===== config.mk =====
export PLATFORM = sky130hd
export DESIGN_NAME = frame_duration_sequencer
export DESIGN_NICKNAME = d
export VERILOG_FILES = /design/src/design/fds_pkg.sv /design/src/design/frame_duration_sequencer.sv
export SDC_FILE = /design/constraint.sdc
export NUM_CORES = 1
export LEC_CHECK = 0
export BUFFER_PORTS_ARGS = -buffer_cell sky130_fd_sc_hd__buf_2
export CORE_ASPECT_RATIO = 1.25
export CORE_UTILIZATION = 25
export DETAILED_ROUTE_END_ITERATION = 12
export PLACE_DENSITY = 0.36
export SLEW_MARGIN = 40
export SYNTH_ARGS = -nofsm -noshare
export SYNTH_HDL_FRONTEND = slang
export SYNTH_SLANG_ARGS = --single-unit

===== constraint.sdc =====
create_clock -name i_clk -period 8 [get_ports i_clk]
set_clock_uncertainty 0.15 [all_clocks]
set_input_delay 1.2 -clock i_clk [delete_from_list [all_inputs] [get_ports i_clk]]
set_output_delay 1.2 -clock i_clk [all_outputs]
set_load 0.02 [all_outputs]

===== src/design/fds_pkg.sv =====
// Package with the word types, constants and the duration lookup of the frame sequencer.
package fds_pkg;

    localparam int MAX_FRAMES    = 8;
    localparam int DURATION_BITS = 16;
    localparam int SLOT_BITS     = 16;
    localparam int POS_W         = 3;
    localparam int COUNT_W       = 4;
    localparam int TIME_W        = 17;
    localparam int TOTAL_W       = 20;
    localparam int UNIT_W        = 21;
    localparam int DT_W          = 15;
    localparam int CFG_IDX_W     = 2;
    localparam int CFG_DATA_W    = 64;

    localparam logic [TIME_W-1:0] TIME_MAX = {TIME_W{1'b1}};

    localparam logic [CFG_IDX_W-1:0] REG_LOOP_MODE   = 2'd0;
    localparam logic [CFG_IDX_W-1:0] REG_FRAME_TOTAL = 2'd1;
    localparam logic [CFG_IDX_W-1:0] REG_DUR_FIRST   = 2'd2;
    localparam logic [CFG_IDX_W-1:0] REG_DUR_SECOND  = 2'd3;

    localparam logic CMD_ADVANCE = 1'b0;
    localparam logic CMD_RESTART = 1'b1;

    typedef struct packed {
        logic               command;
        logic signed [15:0] elapsed_ticks;
    } t_in_word;

    typedef struct packed {
        logic [2:0] current_frame;
        logic       frame_valid;
        logic       done_res;
    } t_out_word;

    function automatic logic [SLOT_BITS-1:0] frame_dur(
        input logic [CFG_DATA_W-1:0] first,
        input logic [CFG_DATA_W-1:0] second,
        input logic [POS_W-1:0]      idx
    );
        logic [CFG_DATA_W-1:0] word;
        logic [SLOT_BITS-1:0]  slot;
        logic [SLOT_BITS-1:0]  mask;
        word = idx[2] ? second : first;
        slot = word[idx[1:0]*SLOT_BITS +: SLOT_BITS];
        mask = SLOT_BITS'((32'd1 << DURATION_BITS) - 32'd1);
        return slot & mask;
    endfunction

endpackage


===== src/design/frame_duration_sequencer.sv =====
// Top level of the frame duration sequencer: sequencer, shared adder unit and output register.
// Each input word is accepted in the idle state, then the control walks over the frame table with a
// single shared add/subtract unit and returns the resulting frame in the output register.
// A restart, or an advance with no frames or a finished run, goes straight to the output load. An
// advance passes through the saturating add, the sum of the table frame by frame, the frame
// tests of the walk and, in loop mode, a bitwise modulo of the time by the table total (at most
// one per word), then the output load. A looping table whose durations total zero skips the
// walk. The input stalls from acceptance until the result is loaded; a waiting result does not
// stop the next word from being accepted, but that word is not loaded until the result is taken.
module frame_duration_sequencer (
    input  logic                              i_clk,
    input  logic                              i_rst_n,
    input  logic                              i_in_valid,
    output logic                              o_in_stall,
    input  fds_pkg::t_in_word                 i_in_word,
    output logic                              o_out_valid,
    input  logic                              i_out_stall,
    output fds_pkg::t_out_word                o_out_word,
    input  logic                              i_cfg_we,
    input  logic [fds_pkg::CFG_IDX_W-1:0]     i_cfg_index,
    input  logic [fds_pkg::CFG_DATA_W-1:0]    i_cfg_data
);

    typedef enum logic [5:0] {
        ST_IDLE = 6'b000001,
        ST_ADD  = 6'b000010,
        ST_SUM  = 6'b000100,
        ST_WALK = 6'b001000,
        ST_MOD  = 6'b010000,
        ST_FIN  = 6'b100000
    } t_state;

    t_state                             r_state, n_state;
    logic                               r_loop_mode;
    logic [fds_pkg::COUNT_W-1:0]        r_frame_total;
    logic [fds_pkg::CFG_DATA_W-1:0]     r_dur_first;
    logic [fds_pkg::CFG_DATA_W-1:0]     r_dur_second;

    logic [fds_pkg::POS_W-1:0]          r_pos, n_pos;
    logic [fds_pkg::TIME_W-1:0]         r_time, n_time;
    logic                               r_end, n_end;
    logic [fds_pkg::DT_W-1:0]           r_dt, n_dt;
    logic [fds_pkg::TOTAL_W-1:0]        r_total, n_total;
    logic [fds_pkg::POS_W-1:0]          r_idx, n_idx;
    logic                               r_modded, n_modded;
    logic [fds_pkg::UNIT_W-1:0]         r_rem, n_rem;
    logic [4:0]                         r_bit, n_bit;
    logic                               r_out_valid;
    fds_pkg::t_out_word                 r_out_word;

    logic [fds_pkg::COUNT_W-1:0]        w_count;
    logic                               w_accept;
    logic                               w_out_load;
    logic [fds_pkg::POS_W-1:0]          w_pos_sat;
    logic [fds_pkg::SLOT_BITS-1:0]      w_dur;
    logic [fds_pkg::COUNT_W-1:0]        w_pos_inc;
    logic [fds_pkg::UNIT_W-1:0]         w_shifted;
    logic [fds_pkg::UNIT_W-1:0]         w_a, w_b;
    logic                               w_sub;
    logic [fds_pkg::UNIT_W:0]           w_res;

    assign w_count = (r_frame_total > fds_pkg::COUNT_W'(fds_pkg::MAX_FRAMES))
                   ? fds_pkg::COUNT_W'(fds_pkg::MAX_FRAMES) : r_frame_total;
    assign w_accept   = i_in_valid && (r_state == ST_IDLE);
    assign w_out_load = (r_state == ST_FIN) && (!r_out_valid || !i_out_stall);
    assign o_in_stall = (r_state != ST_IDLE);

    assign w_pos_sat = ((w_count != '0) && ({1'b0, r_pos} >= w_count))
                     ? fds_pkg::POS_W'(w_count - 4'd1) : r_pos;
    assign w_dur = fds_pkg::frame_dur(r_dur_first, r_dur_second,
                                      (r_state == ST_SUM) ? r_idx : r_pos);
    assign w_pos_inc = {1'b0, r_pos} + 4'd1;
    assign w_shifted = {r_rem[fds_pkg::UNIT_W-2:0], r_time[r_bit]};

    always_comb begin
        w_a   = '0;
        w_b   = '0;
        w_sub = 1'b0;
        case (r_state)
            ST_ADD: begin
                w_a = fds_pkg::UNIT_W'(r_time);
                w_b = fds_pkg::UNIT_W'(r_dt);
            end
            ST_SUM: begin
                w_a = fds_pkg::UNIT_W'(r_total);
                w_b = fds_pkg::UNIT_W'(w_dur);
            end
            ST_WALK: begin
                w_a   = fds_pkg::UNIT_W'(r_time);
                w_b   = fds_pkg::UNIT_W'(w_dur);
                w_sub = 1'b1;
            end
            ST_MOD: begin
                w_a   = w_shifted;
                w_b   = fds_pkg::UNIT_W'(r_total);
                w_sub = 1'b1;
            end
            default: begin
                w_sub = 1'b0;
            end
        endcase
    end

    // With subtraction the top bit of the result is set when a is not below b.
    assign w_res = {1'b0, w_a} + {1'b0, (w_sub ? ~w_b : w_b)}
                 + {{fds_pkg::UNIT_W{1'b0}}, w_sub};

    always_comb begin
        n_state  = r_state;
        n_pos    = r_pos;
        n_time   = r_time;
        n_end    = r_end;
        n_dt     = r_dt;
        n_total  = r_total;
        n_idx    = r_idx;
        n_modded = r_modded;
        n_rem    = r_rem;
        n_bit    = r_bit;
        case (r_state)
            ST_IDLE: begin
                if (w_accept) begin
                    n_pos    = w_pos_sat;
                    n_dt     = i_in_word.elapsed_ticks[15] ? '0
                             : i_in_word.elapsed_ticks[fds_pkg::DT_W-1:0];
                    n_total  = '0;
                    n_idx    = '0;
                    n_modded = 1'b0;
                    if (i_in_word.command == fds_pkg::CMD_RESTART) begin
                        n_pos   = '0;
                        n_time  = '0;
                        n_end   = 1'b0;
                        n_state = ST_FIN;
                    end else if ((w_count == '0) || r_end) begin
                        n_state = ST_FIN;
                    end else begin
                        n_state = ST_ADD;
                    end
                end
            end
            ST_ADD: begin
                n_time  = (w_res > {{(fds_pkg::UNIT_W + 1 - fds_pkg::TIME_W){1'b0}},
                                    fds_pkg::TIME_MAX})
                        ? fds_pkg::TIME_MAX : w_res[fds_pkg::TIME_W-1:0];
                n_state = ST_SUM;
            end
            ST_SUM: begin
                n_total = w_res[fds_pkg::TOTAL_W-1:0];
                n_idx   = r_idx + 3'd1;
                if ({1'b0, r_idx} == (w_count - 4'd1)) begin
                    if (r_loop_mode && (w_res[fds_pkg::TOTAL_W-1:0] == '0)) begin
                        n_state = ST_FIN;
                    end else begin
                        n_state = ST_WALK;
                    end
                end
            end
            ST_WALK: begin
                if (r_loop_mode && (r_pos == '0) && !r_modded) begin
                    n_rem   = '0;
                    n_bit   = 5'(fds_pkg::TIME_W - 1);
                    n_state = ST_MOD;
                end else if (!w_res[fds_pkg::UNIT_W]) begin
                    n_state = ST_FIN;
                end else begin
                    n_time   = w_res[fds_pkg::TIME_W-1:0];
                    n_modded = 1'b0;
                    if (w_pos_inc < w_count) begin
                        n_pos = w_pos_inc[fds_pkg::POS_W-1:0];
                    end else if (r_loop_mode) begin
                        n_pos = '0;
                    end else begin
                        n_pos   = fds_pkg::POS_W'(w_count - 4'd1);
                        n_end   = 1'b1;
                        n_state = ST_FIN;
                    end
                end
            end
            ST_MOD: begin
                n_rem = w_res[fds_pkg::UNIT_W] ? w_res[fds_pkg::UNIT_W-1:0] : w_shifted;
                n_bit = r_bit - 5'd1;
                if (r_bit == '0) begin
                    n_time   = n_rem[fds_pkg::TIME_W-1:0];
                    n_modded = 1'b1;
                    n_state  = ST_WALK;
                end
            end
            ST_FIN: begin
                if (w_out_load) begin
                    n_state = ST_IDLE;
                end
            end
            default: begin
                n_state = ST_IDLE;
            end
        endcase
    end

    always_ff @(posedge i_clk) begin
        if (!i_rst_n) begin
            r_state       <= ST_IDLE;
            r_loop_mode   <= 1'b1;
            r_frame_total <= '0;
            r_dur_first   <= '0;
            r_dur_second  <= '0;
            r_pos         <= '0;
            r_time        <= '0;
            r_end         <= 1'b0;
            r_out_valid   <= 1'b0;
        end else begin
            r_state <= n_state;
            r_pos   <= n_pos;
            r_time  <= n_time;
            r_end   <= n_end;
            if (i_cfg_we) begin
                case (i_cfg_index)
                    fds_pkg::REG_LOOP_MODE:   r_loop_mode   <= i_cfg_data[0];
                    fds_pkg::REG_FRAME_TOTAL: r_frame_total <= i_cfg_data[fds_pkg::COUNT_W-1:0];
                    fds_pkg::REG_DUR_FIRST:   r_dur_first   <= i_cfg_data;
                    fds_pkg::REG_DUR_SECOND:  r_dur_second  <= i_cfg_data;
                    default:                  r_loop_mode   <= r_loop_mode;
                endcase
            end
            if (w_out_load) begin
                r_out_valid <= 1'b1;
            end else if (!i_out_stall) begin
                r_out_valid <= 1'b0;
            end
        end
    end

    always_ff @(posedge i_clk) begin
        r_dt     <= n_dt;
        r_total  <= n_total;
        r_idx    <= n_idx;
        r_modded <= n_modded;
        r_rem    <= n_rem;
        r_bit    <= n_bit;
        if (w_out_load) begin
            r_out_word.current_frame <= (w_count != '0) ? r_pos : '0;
            r_out_word.frame_valid   <= (w_count != '0);
            r_out_word.done_res      <= r_end;
        end
    end

    assign o_out_valid = r_out_valid;
    assign o_out_word  = r_out_word;

    a_busy_after_accept: assert property (@(posedge i_clk) disable iff (!i_rst_n)
        w_accept |=> o_in_stall)
        else $error("Input was not stalled after a word was accepted.");

    a_mod_nonzero_total: assert property (@(posedge i_clk) disable iff (!i_rst_n)
        (r_state == ST_MOD) |-> (r_total != '0))
        else $error("Modulo started with a zero table total.");

    a_walk_pos_in_range: assert property (@(posedge i_clk) disable iff (!i_rst_n)
        (r_state == ST_WALK) |-> ({1'b0, r_pos} < w_count))
        else $error("Frame position left the table during the walk.");

    a_result_held: assert property (@(posedge i_clk) disable iff (!i_rst_n)
        (r_state == ST_FIN && r_out_valid && i_out_stall) |=> (r_state == ST_FIN))
        else $error("Finished word overwrote a pending result.");

endmodule


Word level (Yosys, flattened, before mapping)
Cells that the tools add are included.
{"block": "classes", "n_addsub": 6, "magnitude_cmp": 5, "eq_ne": 25, "shift": 1, "muxes": 59, "n_bitwise": 1, "reduce_logical": 37}
{"cell": "17-bit two-way mux", "count": 6}
{"cell": "20-bit one-hot mux with 2 select lines", "count": 2}
{"cell": "17-bit one-hot mux with 4 select lines", "count": 1}
{"cell": "6-bit two-way mux", "count": 11}
{"cell": "64-bit two-way mux", "count": 1}
{"cell": "64-bit by 7-bit indexed part select with 16-bit output", "count": 1}
{"cell": "21-bit one-hot mux with 3 select lines", "count": 1}
{"cell": "20-bit two-way mux", "count": 3}
{"cell": "20-bit one-hot mux with 3 select lines", "count": 1}
{"cell": "6-bit one-hot mux with 6 select lines", "count": 1}
{"cell": "3-bit two-way mux", "count": 9}
{"cell": "21-bit by 21-bit adder with 22-bit output", "count": 1}
{"cell": "22-bit by 1-bit adder with 22-bit output", "count": 1}
{"cell": "22-bit by 17-bit greater-than comparator with 1-bit output (second input constant)", "count": 1}
{"cell": "21-bit two-way mux", "count": 1}
{"cell": "21-bit NOT", "count": 1}
{"cell": "20-bit logical NOT", "count": 1}
{"cell": "2-bit != test (second input constant)", "count": 9}
{"cell": "1-bit two-way mux", "count": 14}
{"cell": "2-bit AND reduction", "count": 7}
{"cell": "3-bit one-hot mux with 2 select lines", "count": 2}
{"cell": "6-bit AND reduction", "count": 2}
{"cell": "5-bit one-hot mux with 2 select lines", "count": 1}
{"cell": "5-bit AND reduction", "count": 2}
{"cell": "38 further kinds", "count": 54}
{"block": "word_totals", "ff_bits": 230, "input_bits": 88, "out_inout_bits": 7, "elab_cells": 152}

Logic depth before layout (Yosys ltp)
Gate-level depths: netlist of the first run.
{"block": "depth", "depth_word": 14, "depth_mapped": 28}

Worst setup path before layout of the first run
OpenSTA, ideal clock, no wires.
{"block": "synth_path", "path_kind": "register -> register", "startpoint": "register r_state[3]", "endpoint": "register r_time[5] (netlist bit)", "setup_ns": 0.122, "t_arrival_ns": 5.519, "path_slack_ns": 2.209, "path_stages_with_launch": 25, "period_less_slack_ns": 5.791, "path_cell_list": "dfxtp_1 -> buf_2 -> or4_4 -> buf_6 -> o21ai_0 -> and2_1 -> clkbuf_1 -> nand3_1 -> nand3_1 -> o21ai_0 -> a222oi_1 -> mux2i_1 -> ha_1 -> a21o_1 -> a21o_1 -> a21o_1 -> a21boi_0 -> o21a_1 -> o21ai_0 -> o41ai_4 -> buf_4 -> nor2_1 -> a21oi_1 -> o22ai_1 -> a221o_1"}
{"block": "synth_between", "elab_chain_cells": 12, "word_cells_on_any_way": 33, "cone_classes": "2 x add/sub; 1 x order compare; 10 x eq/ne; 1 x shift; 12 x mux; 1 x bitwise; 6 x reduce/logical"}
{"item": "start: declaration", "line_no": "frame_duration_sequencer.sv:33", "rtl": "t_state r_state, n_state;"}
{"item": "start signal: assignment", "line_no": "frame_duration_sequencer.sv:210", "rtl": "r_state <= n_state;"}
{"item": "6-bit by 3-bit equality test with 1-bit output", "line_no": "frame_duration_sequencer.sv:71, frame_duration_sequencer.sv:79"}
{"item": "3-bit two-way mux", "line_no": "frame_duration_sequencer.sv:71", "rtl": "(r_state == ST_SUM) ? r_idx : r_pos);"}
{"item": "64-bit two-way mux", "line_no": "fds_pkg.sv:45", "rtl": "word = idx[2] ? second : first;"}
{"item": "64-bit by 7-bit indexed part select with 16-bit output", "line_no": "fds_pkg.sv:46", "rtl": "slot = word[idx[1:0]*SLOT_BITS +: SLOT_BITS];"}
{"item": "20-bit one-hot mux with 3 select lines", "line_no": "frame_duration_sequencer.sv:79", "rtl": "case (r_state)"}
{"item": "21-bit NOT", "line_no": "frame_duration_sequencer.sv:105", "rtl": "assign w_res = {1'b0, w_a} + {1'b0, (w_sub ? ~w_b : w_b)}"}
{"item": "21-bit two-way mux", "line_no": "frame_duration_sequencer.sv:105"}
{"item": "21-bit by 21-bit adder with 22-bit output", "line_no": "frame_duration_sequencer.sv:105"}
{"item": "22-bit by 1-bit adder with 22-bit output", "line_no": "frame_duration_sequencer.sv:106", "rtl": "+ {{fds_pkg::UNIT_W{1'b0}}, w_sub};"}
{"item": "22-bit by 17-bit greater-than comparator with 1-bit output, or another cell as far along", "line_no": "frame_duration_sequencer.sv:141", "rtl": "n_time = (w_res > {{(fds_pkg::UNIT_W + 1 - fds_pkg::TIME_W){1'b0}},"}
{"item": "17-bit two-way mux, on equally long branches", "line_no": "frame_duration_sequencer.sv:143, frame_duration_sequencer.sv:158, frame_duration_sequencer.sv:181"}
{"item": "17-bit one-hot mux with 4 select lines", "line_no": "frame_duration_sequencer.sv:119", "rtl": "case (r_state)"}
{"item": "end signal: assignment", "line_no": "frame_duration_sequencer.sv:212", "rtl": "r_time <= n_time;"}
{"item": "end: declaration", "line_no": "frame_duration_sequencer.sv:40", "rtl": "logic [fds_pkg::TIME_W-1:0] r_time, n_time;"}
Parallel ways exist; a longest one is shown, timed or not. The select of a mux whose other input is x is not followed.
A chain may end at the register's enable or synchronous reset.

Final worst setup path of the first run
{"block": "layout_path", "startpoint": "register r_state[2]", "endpoint": "register r_time[0] (netlist bit)"}
Same word-level chain as after synthesis.

==> results by group, run 1 <==
Outcome
  • Status: finished, final reports clean

Floorplan
  • Core ar.: 0.0493 mm²
  • Initial core utilization: 25.3%
  • Cell row count: between 90 and 100
  • Die area: approximately 0.05 mm²
  • IO Pins: 95
  • Die width: approximately 200 µm
  • Die Ht: 252 µm

Synthesis
  • Cells after Synth: between 1500 and 2000
  • Synthesized net count: between 1500 and 2000
  • Synthesized flop and latch total: 230
  • Top_reg_cell synth: dfxtp_1
  • EDFF count, synth: 69
  • Area leader, netlist: dfxtp_1
  • Mapped Area: 0.0125 mm²
  • Main combinational cell family by area after synthesis: simple AND/OR/NAND/NOR gates
  • Async set or reset register ratio after synthesis: 0%
  • Share of the synthesized area in the top cell type: between 20% and 30%
  • Post-Synth Simple-Gate Area: approximately 26%
  • Complex-gate fraction of the synthesized area: between 15 and 20%
  • Post-synthesis mux area share: 2.55%
  • Synth Area in XOR/XNOR: between 1.5 and 2%
  • Distinct cell type count after synthesis: 82
  • Synth top area cells: dfxtp_1 (26%), edfxtp_1 (17%), nand2_1 (13%)
  • Warnings from Yosys: 0
  • Synth Area per Inst: around 8 µm²
  • Sequential share of the synthesized area: about 42%
  • Fraction of the mapped netlist area in adder cells: 3.37%

Layout
  • Fill count: about 5400
  • P&R area growth vs syn: 17.3%
  • ANT cells: 0
  • Ratio of cells with drive above 1 in the final layout: approximately an eighth
  • Most frequent cells in the layout: nand2_1 (437), a21oi_1 (165), dfxtp_1 (161), nand3_1 (102), buf_2 (94)
  • Most common cell after layout, fill and taps aside: nand2_1
  • Nets: about 1700

Detailed routing
  • Via count: ~11000
  • Drt pass-1 iters: 8
  • First DRT Iteration DRCs: 816
  • Post-Route WL: 47100 µm
  • Wire per inst: just over 20 µm
  • Routed vias/inst: around 5
  • DRC Markers: 0
  • Post-DRT Antenna Nets: 0

STA
  • Max Freq: about 140 MHz
  • Final hold slack: around 0.3 ns
  • Slew HR: roughly 45%
  • Final TNS setup: 0 ns
  • Final hold vios: 0
  • RSZ-0062 raised after global routing: no
  • Min Tclk post-route: roughly 7 ns
  • Fin crit share: between 80% and 90%
  • Fin. max-slew vios: 0
  • Setup-failing EPs final: 0
  • Worst slew pin tran: 0.829 ns

Global route
  • Initial antenna violation count: 0
  • Total GRT Usage: between 10% and 20%
  • Global-route wire length before repair: approximately 71000 µm
  • Total gr overflow: 0
  • Pin count of the biggest net entering global routing: just over 70
  • Number of global-route vias before repair: 11300

Setup path
  • Most frequent CP cell: a21o_1
  • CP Data Arrival Time: 7.35 ns
  • Worst path depth: 24
  • Cells on worst reg2reg path: 24
  • Max stage delay on crit path: approximately 0.60 ns
  • Critical path's slowest cell: or2_2
  • CP top delay family: compound AO/OA/AOI/OAI gates
  • Crit path kind: reg -> reg
  • Element type at the critical path end: flop
  • Reg2reg setup slack: about 0.96 ns
  • Buf/Inv on CP: 3
  • Crit path cell chain: nor2b_1, a21boi_0, or2_2, buf_12, nand2_1, nand3_1, nand3_1, o21ai_0, a222oi_1, mux2i_1, ha_1, a21o_1, a21o_1, a21o_1, a21boi_0, o21a_1, o21ai_0, o41ai_4, buf_4, inv_4, o31ai_1, a21oi_1, o21bai_1, a221o_1
  • Reg2Reg Capture Point: r_time[0]
  • RR Startpoint: r_state[2]
  • Worst-path fanout max: 38
  • Worst EP required: 8.30 ns
  • CP Launch Type: flop

Clock tree
  • Clk sink count: 230
  • Worst-path clk slew: roughly 0.060 ns
  • CTS Hold Buffers Added: 0
  • Bufs on Longest Clock Path: 3
  • H-tree depth: 1
  • Setup Fix Bufs, Post-CTS: 0
  • Root Buffer: clkbuf_16
  • CTS tree: built
  • CTS buffer count: 28
  • Clk Latency, worst-skew pair: around 0.57 ns
  • # resized after CTS: 0

Placed design
  • Final GP Congestion: between 0.8 and 0.9
  • Placed wire-length estimate: around 33000 µm
  • Buffers on Ports: 94

Min path
  • Hold path endpoint: r_dur_first[12]
  • Hold Crit Depth: 2
  • Hold Path Origin: r_dur_first[12]
  • Hold WC Path Type: reg -> reg

Power
  • Power per standard cell area: 210 mW/mm²
  • Worst VDD drop: around 140 µV
  • Static Leakage: 5.62 nW

Job
  • Max cap viols: 0
[worst register-to-register path: stages, from the launching register on]
cell and delay [ns]:
dfxtp_1 0.53, nor2b_1 0.43, a21boi_0 0.35, or2_2 0.60, buf_12 0.28, nand2_1 0.10
nand3_1 0.09, nand3_1 0.10, o21ai_0 0.10, a222oi_1 0.39, mux2i_1 0.24, ha_1 0.29
a21o_1 0.25, a21o_1 0.20, a21o_1 0.22, a21boi_0 0.39, o21a_1 0.20, o21ai_0 0.20
o41ai_4 0.43, buf_4 0.39, inv_4 0.16, o31ai_1 0.24, a21oi_1 0.09, o21bai_1 0.19
a221o_1 0.33
[state kept, by name, summed over array words and instances (netlist names)]
signal and count:
o_out_valid 1, o_out_word 5, r_bit 5, r_dt 15, r_dur_first 64, r_dur_second 64, r_end 1, r_frame_total 4
r_idx 3, r_loop_mode 1, r_modded 1, r_pos 3, r_rem 20, r_state 6, r_time 17, r_total 20
[cells in the mapped netlist (9+ instances only)]
master    number
a21o_1        17
a21oi_1      165
a221o_1       13
a222oi_1      30
a31oi_1        9
and2_1        12
and3_1        10
clkbuf_1      91
dfxtp_1      161
edfxtp_1      69
ha_1          32
inv_1         34
mux2i_1       25
nand2_1      437
nand2b_1       9
nand3_1      103
nor2_1        79
nor2b_1       20
nor3_1        16
o21ai_0       41
or2_2          9
xnor2_1       10
xor2_1        12
[where the power goes]
| part | switching (mW) | internal [mW] | total (mW) |
|---|---|---|---|
| combinational | 0.323 | 0.137 | 0.460 |
| sequential | 0.0539 | 1.27 | 1.32 |
| clock | 0.531 | 0.759 | 1.29 |
[worst max path at each step]
stage	from	end	slack, ns
after floorplan	r_state[3]	r_time[5]	2.21
after global placement	r_state[2]	r_time[10]	1.02
after detailed placement	r_state[2]	r_time[0]	1.0
after CTS	r_state[2]	r_state[5]	0.93
after global routing	r_state[2]	r_state[5]	0.43
final	r_state[2]	r_time[0]	0.96
[routing by layer]
| metal | up-vias | share of wire (%) | track usage (%) |
|---|---|---|---|
| li1 | 5568 | - | - |
| met1 | 5463 | 43 | 22.4 |
| met2 | 263 | 50 | 32.7 |
| met3 | 73 | 4.1 | 2.03 |
| met4 | 0 | 3.4 | 6.84 |
| met5 | - | 0 | 0 |
[stage by stage]
step / instances / instance area, µm² / total power [mW] / setup WS [ns] / util, %
finish: 2272 / 14600 / 3.07 / 0.958 / 29.7
global placement: 2219 / 13600 / 1.82 / 1.02 / 27.6
CTS: 2271 / 14600 / 3.13 / 0.933 / 29.6
global route: 2272 / 14600 / 3.22 / 0.435 / 29.7
detailed placement: 2222 / 13700 / 1.82 / 1.00 / 27.7
floorplan: 1557 / 12500 / 1.60 / 2.21 / -
[cell families after synthesis]
logic type / Yosys count
DFF: 230
AOI/OAI and AO/OA: 362
adders and majority gates: 33
buffers and inverters: 145
muxes: 29
and+or+nand+nor: 736
xor gates and xnor gates: 22
[cell type report]
type	count	area [µm²]	area share, %
clock inverters	6	30.0	0.205
multi-input cells	1182	6670	45.6
inverters	37	144	0.984
flip-flops and latches	230	5300	36.2
well taps	651	815	5.57
clock buffers	43	891	6.09
repair buffers	123	778	5.32
(Power assumes the default switching activity.)
==> inputs of run 2 (changes only) <==
Settings changed: SKIP_CTS_REPAIR_TIMING from default to 1, SLEW_MARGIN 40 to 20.
Clock period 8 ns to 9.1 ns, I/O delays scaled along.
==> run 2 against run 1 <==
  * Total power decreased by 13%
  * Cell area decreased by 1.3%
  * Die area unchanged
  * Highest routed layer unchanged
  * Sequential cell count unchanged
  * Routed wire length decreased by 0.97%
  * Critical path type unchanged
  * Sequential share of layout area increased by 0.46 points
  * Critical path depth decreased by 1
  * Register-to-register slack improved by 0.75 ns
  * Maximum frequency decreased by 4.7%
  * Worst setup slack improved by 0.75 ns
  * Global-route usage decreased by 0.11 points
==> results by group, run 2 (synthesis results as in run 1) <==
Setup path
  • Crit path from: r_state[2] (unchanged)
  • Crit path cell chain: nor2b_1, a21boi_0, or2_2, buf_4, nand2_1, nand3_1, nand3_1, o21ai_0, a222oi_1, mux2i_1, inv_1, fa_1, nor2b_1, o21ai_0, a21oi_1, o32ai_1, a21oi_1, a31oi_1, nor3_1, xor2_1, nor3_1, a31oi_2, a221o_1 (was nor2b_1, a21boi_0, or2_2, buf_12, nand2_1, nand3_1, nand3_1, o21ai_0, a222oi_1, mux2i_1, ha_1, a21o_1, a21o_1, a21o_1, a21boi_0, o21a_1, o21ai_0, o41ai_4, buf_4, inv_4, o31ai_1, a21oi_1, o21bai_1, a221o_1)
  • CP top delay family: compound AO/OA/AOI/OAI gates (unchanged)
  • Max stage delay on crit path: 0.88 ns (was 0.60 ns)
  • CP Launch Type: flop (unchanged)
  • Worst-path fanout max: 34 (was 38)
  • Critical path's slowest cell: a31oi_2 (was or2_2)
  • Crit path kind: reg -> reg (unchanged)
  • RR Startpoint: r_state[2] (unchanged)
  • CP Data Arrival Time: 7.74 ns (was 7.35 ns)
  • Element type at the critical path end: flop (unchanged)
  • Worst EP required: 9.45 ns (was 8.30 ns)
  • Buf/Inv on CP: 2 (was 3)

Floorplan
  • Die width: 202 µm (unchanged)
  • Cell row count: 91 (unchanged)
  • Die Ht: 252 µm (unchanged)
  • Initial core utilization: 25.3% (unchanged)
  • Die area: 0.0508 mm² (unchanged)
  • Core ar.: 0.0493 mm² (unchanged)
  • IO Pins: 95 (unchanged)

Global route
  • Total gr overflow: 0 (unchanged)
  • Pin count of the biggest net entering global routing: 86 (was 72)
  • Global-route wire length before repair: 70900 µm (was 71100 µm)
  • Total GRT Usage: 18.2% (was 18.3%)
  • Number of global-route vias before repair: 11300 (about the same)
  • Initial antenna violation count: 1 (was 0)

Power
  • Combinational share of power: 15.0% (about the same)
  • Final Total Pwr: 2.68 mW (was 3.07 mW)
  • P_sw: 796 µW (was 909 µW)
  • Sw frac: 29.7% (was 29.6%)
  • Clk pwr share: 41.6% (was 42.0%)
  • Static Leakage: 5.53 nW (was 5.62 nW)
  • Power per standard cell area: 186 mW/mm² (was 210 mW/mm²)
  • Sequential power share: 43.3% (was 43.0%)
  • Worst VDD drop: 113 µV (was 139 µV)
  • Pint: 1.88 mW (was 2.17 mW)

Layout
  • Fill count: 5373 (was 5421)
  • Ratio of cells with drive above 1 in the final layout: 12.3% (was 13.1%)
  • Final Cell Area: 0.0144 mm² (was 0.0146 mm²)
  • Nets: 1715 (was 1723)
  • Post-layout util: 29.3% (was 29.7%)
  • FF/Latch Area: 0.00530 mm² (unchanged)
  • Largest registers: r_dur_first: 64 flops, r_dur_second: 64 flops (unchanged)
  • Most common cell after layout, fill and taps aside: nand2_1 (unchanged)
  • Area of the multi-input gates: 0.00666 mm² (was 0.00667 mm²)
  • Most frequent cells in the layout: nand2_1 (437), a21oi_1 (165), dfxtp_1 (161), nand3_1 (102), buf_2 (94) (unchanged)
  • P&R area growth vs syn: 15.8% (was 17.3%)

STA
  • Min Tclk post-route: 7.39 ns (was 7.04 ns)
  • Max Freq: 135 MHz (was 142 MHz)
  • Fin crit share: 81.2% (was 88.0%)
  • Final TNS setup: 0 ns (unchanged)
  • Fin. max-slew vios: 0 (unchanged)
  • RSZ-0062 raised after global routing: no (unchanged)
  • Slew HR: 30.6% (was 44.7%)
  • Final hold slack: 0.304 ns (about the same)
  • Final hold vios: 0 (unchanged)
  • Worst slew pin tran: 1.04 ns (was 0.829 ns)
  • Setup-failing EPs final: 0 (unchanged)

Detailed routing
  • Met2 wire length: 23100 µm (was 23500 µm)
  • First DRT Iteration DRCs: 816 (unchanged)
  • Via count: 11400 (about the same)
  • Met3 Wirelength: 1910 µm (was 1940 µm)
  • Post-Route WL: 46600 µm (was 47100 µm)
  • DRC Markers: 0 (unchanged)
  • Drt pass-1 iters: 6 (was 8)
  • Post-DRT Antenna Nets: 0 (unchanged)
  • WL met1: 19900 µm (was 20100 µm)
  • Routed vias/inst: 5.02 (was 5.00)
  • Wire per inst: 20.6 µm (was 20.7 µm)
  • Max Used Layer: met4 (unchanged)

Placed design
  • Buffers on Ports: 94 (unchanged)
  • Placed wire-length estimate: 32600 µm (was 33400 µm)
  • Placement Cell Area: 0.0135 mm² (was 0.0137 mm²)
  • Final GP Congestion: 0.807 (was 0.842)

Clock tree
  • CTS buffer count: 28 (unchanged)
  • Clk sink count: 230 (unchanged)
  • Bufs on Longest Clock Path: 3 (unchanged)
  • Clk Latency, worst-skew pair: 0.57 ns (about the same)
  • Root Buffer: clkbuf_16 (unchanged)
  • H-tree depth: 1 (unchanged)
  • Worst-path clk slew: 0.06 ns (about the same)
  • CTS tree: built (unchanged)

Min path
  • Hold WC Path Type: reg -> reg (unchanged)
  • Hold Path Origin: r_dur_second[23] (was r_dur_first[12])

Outcome
  • Status: finished, final reports clean (unchanged)

Job
  • Max cap viols: 0 (unchanged)
run 2: cell type report:
class / count / area share, %
multi-input cells: 1182 / 46.1
flip-flops and latches: 230 / 36.7
clock buffers: 48 / 6.15
well taps: 651 / 5.64
repair buffers: 115 / 4.35
inverters: 37 / 0.997
clock inverters: 2 / 0.0693
diodes: 1 / 0.0173
run 2: worst reg2reg max path: stages, from the launching register on:
cell,delay [ns]
dfxtp_1,0.53
nor2b_1,0.43
a21boi_0,0.33
or2_2,0.66
buf_4,0.39
nand2_1,0.12
nand3_1,0.07
nand3_1,0.09
o21ai_0,0.12
a222oi_1,0.42
mux2i_1,0.29
inv_1,0.09
fa_1,0.42
nor2b_1,0.13
o21ai_0,0.12
a21oi_1,0.33
o32ai_1,0.21
a21oi_1,0.40
a31oi_1,0.17
nor3_1,0.36
xor2_1,0.28
nor3_1,0.13
a31oi_2,0.88
a221o_1,0.23
run 2: through the flow:
stage          worst slack (ns)  instances
2_1_floorplan              3.31       1557
5_1_grt                    1.22       2265
4_1_cts                    1.68       2265
3_3_place_gp               1.76       2215
6_report                   1.71       2266
3_5_place_dp               1.70       2215
run 2: routing by layer:
metal / vias up / global-route usage, %
met1: 5484 / 22.4
met4: 0 / 6.82
met3: 71 / 2.36
li1: 5564 / -
met2: 251 / 32.1
met5: - / 0
run 2: power groups by stage:
| stage | clock (mW) | sequential, mW | combinational, mW |
|---|---|---|---|
| 6_report | 1.12 | 1.16 | 0.403 |
| 5_1_grt | 1.19 | 1.17 | 0.443 |
| 4_1_cts | 1.16 | 1.16 | 0.414 |
| 3_5_place_dp | 0 | 1.18 | 0.413 |
| 3_3_place_gp | 0 | 1.18 | 0.413 |
| 2_1_floorplan | 0 | 1.16 | 0.248 |
run 2: path summary, 6_finish.rpt:
kind | cells past startpoint | slack [ns] | end
setup / recovery | 23 | 1.71 | r_time[10]
hold / removal | 2 | 0.30 | r_dur_second[23]
setup reg to reg | 23 | 1.71 | r_time[10]
hold reg to reg | 2 | 0.30 | r_dur_second[23]
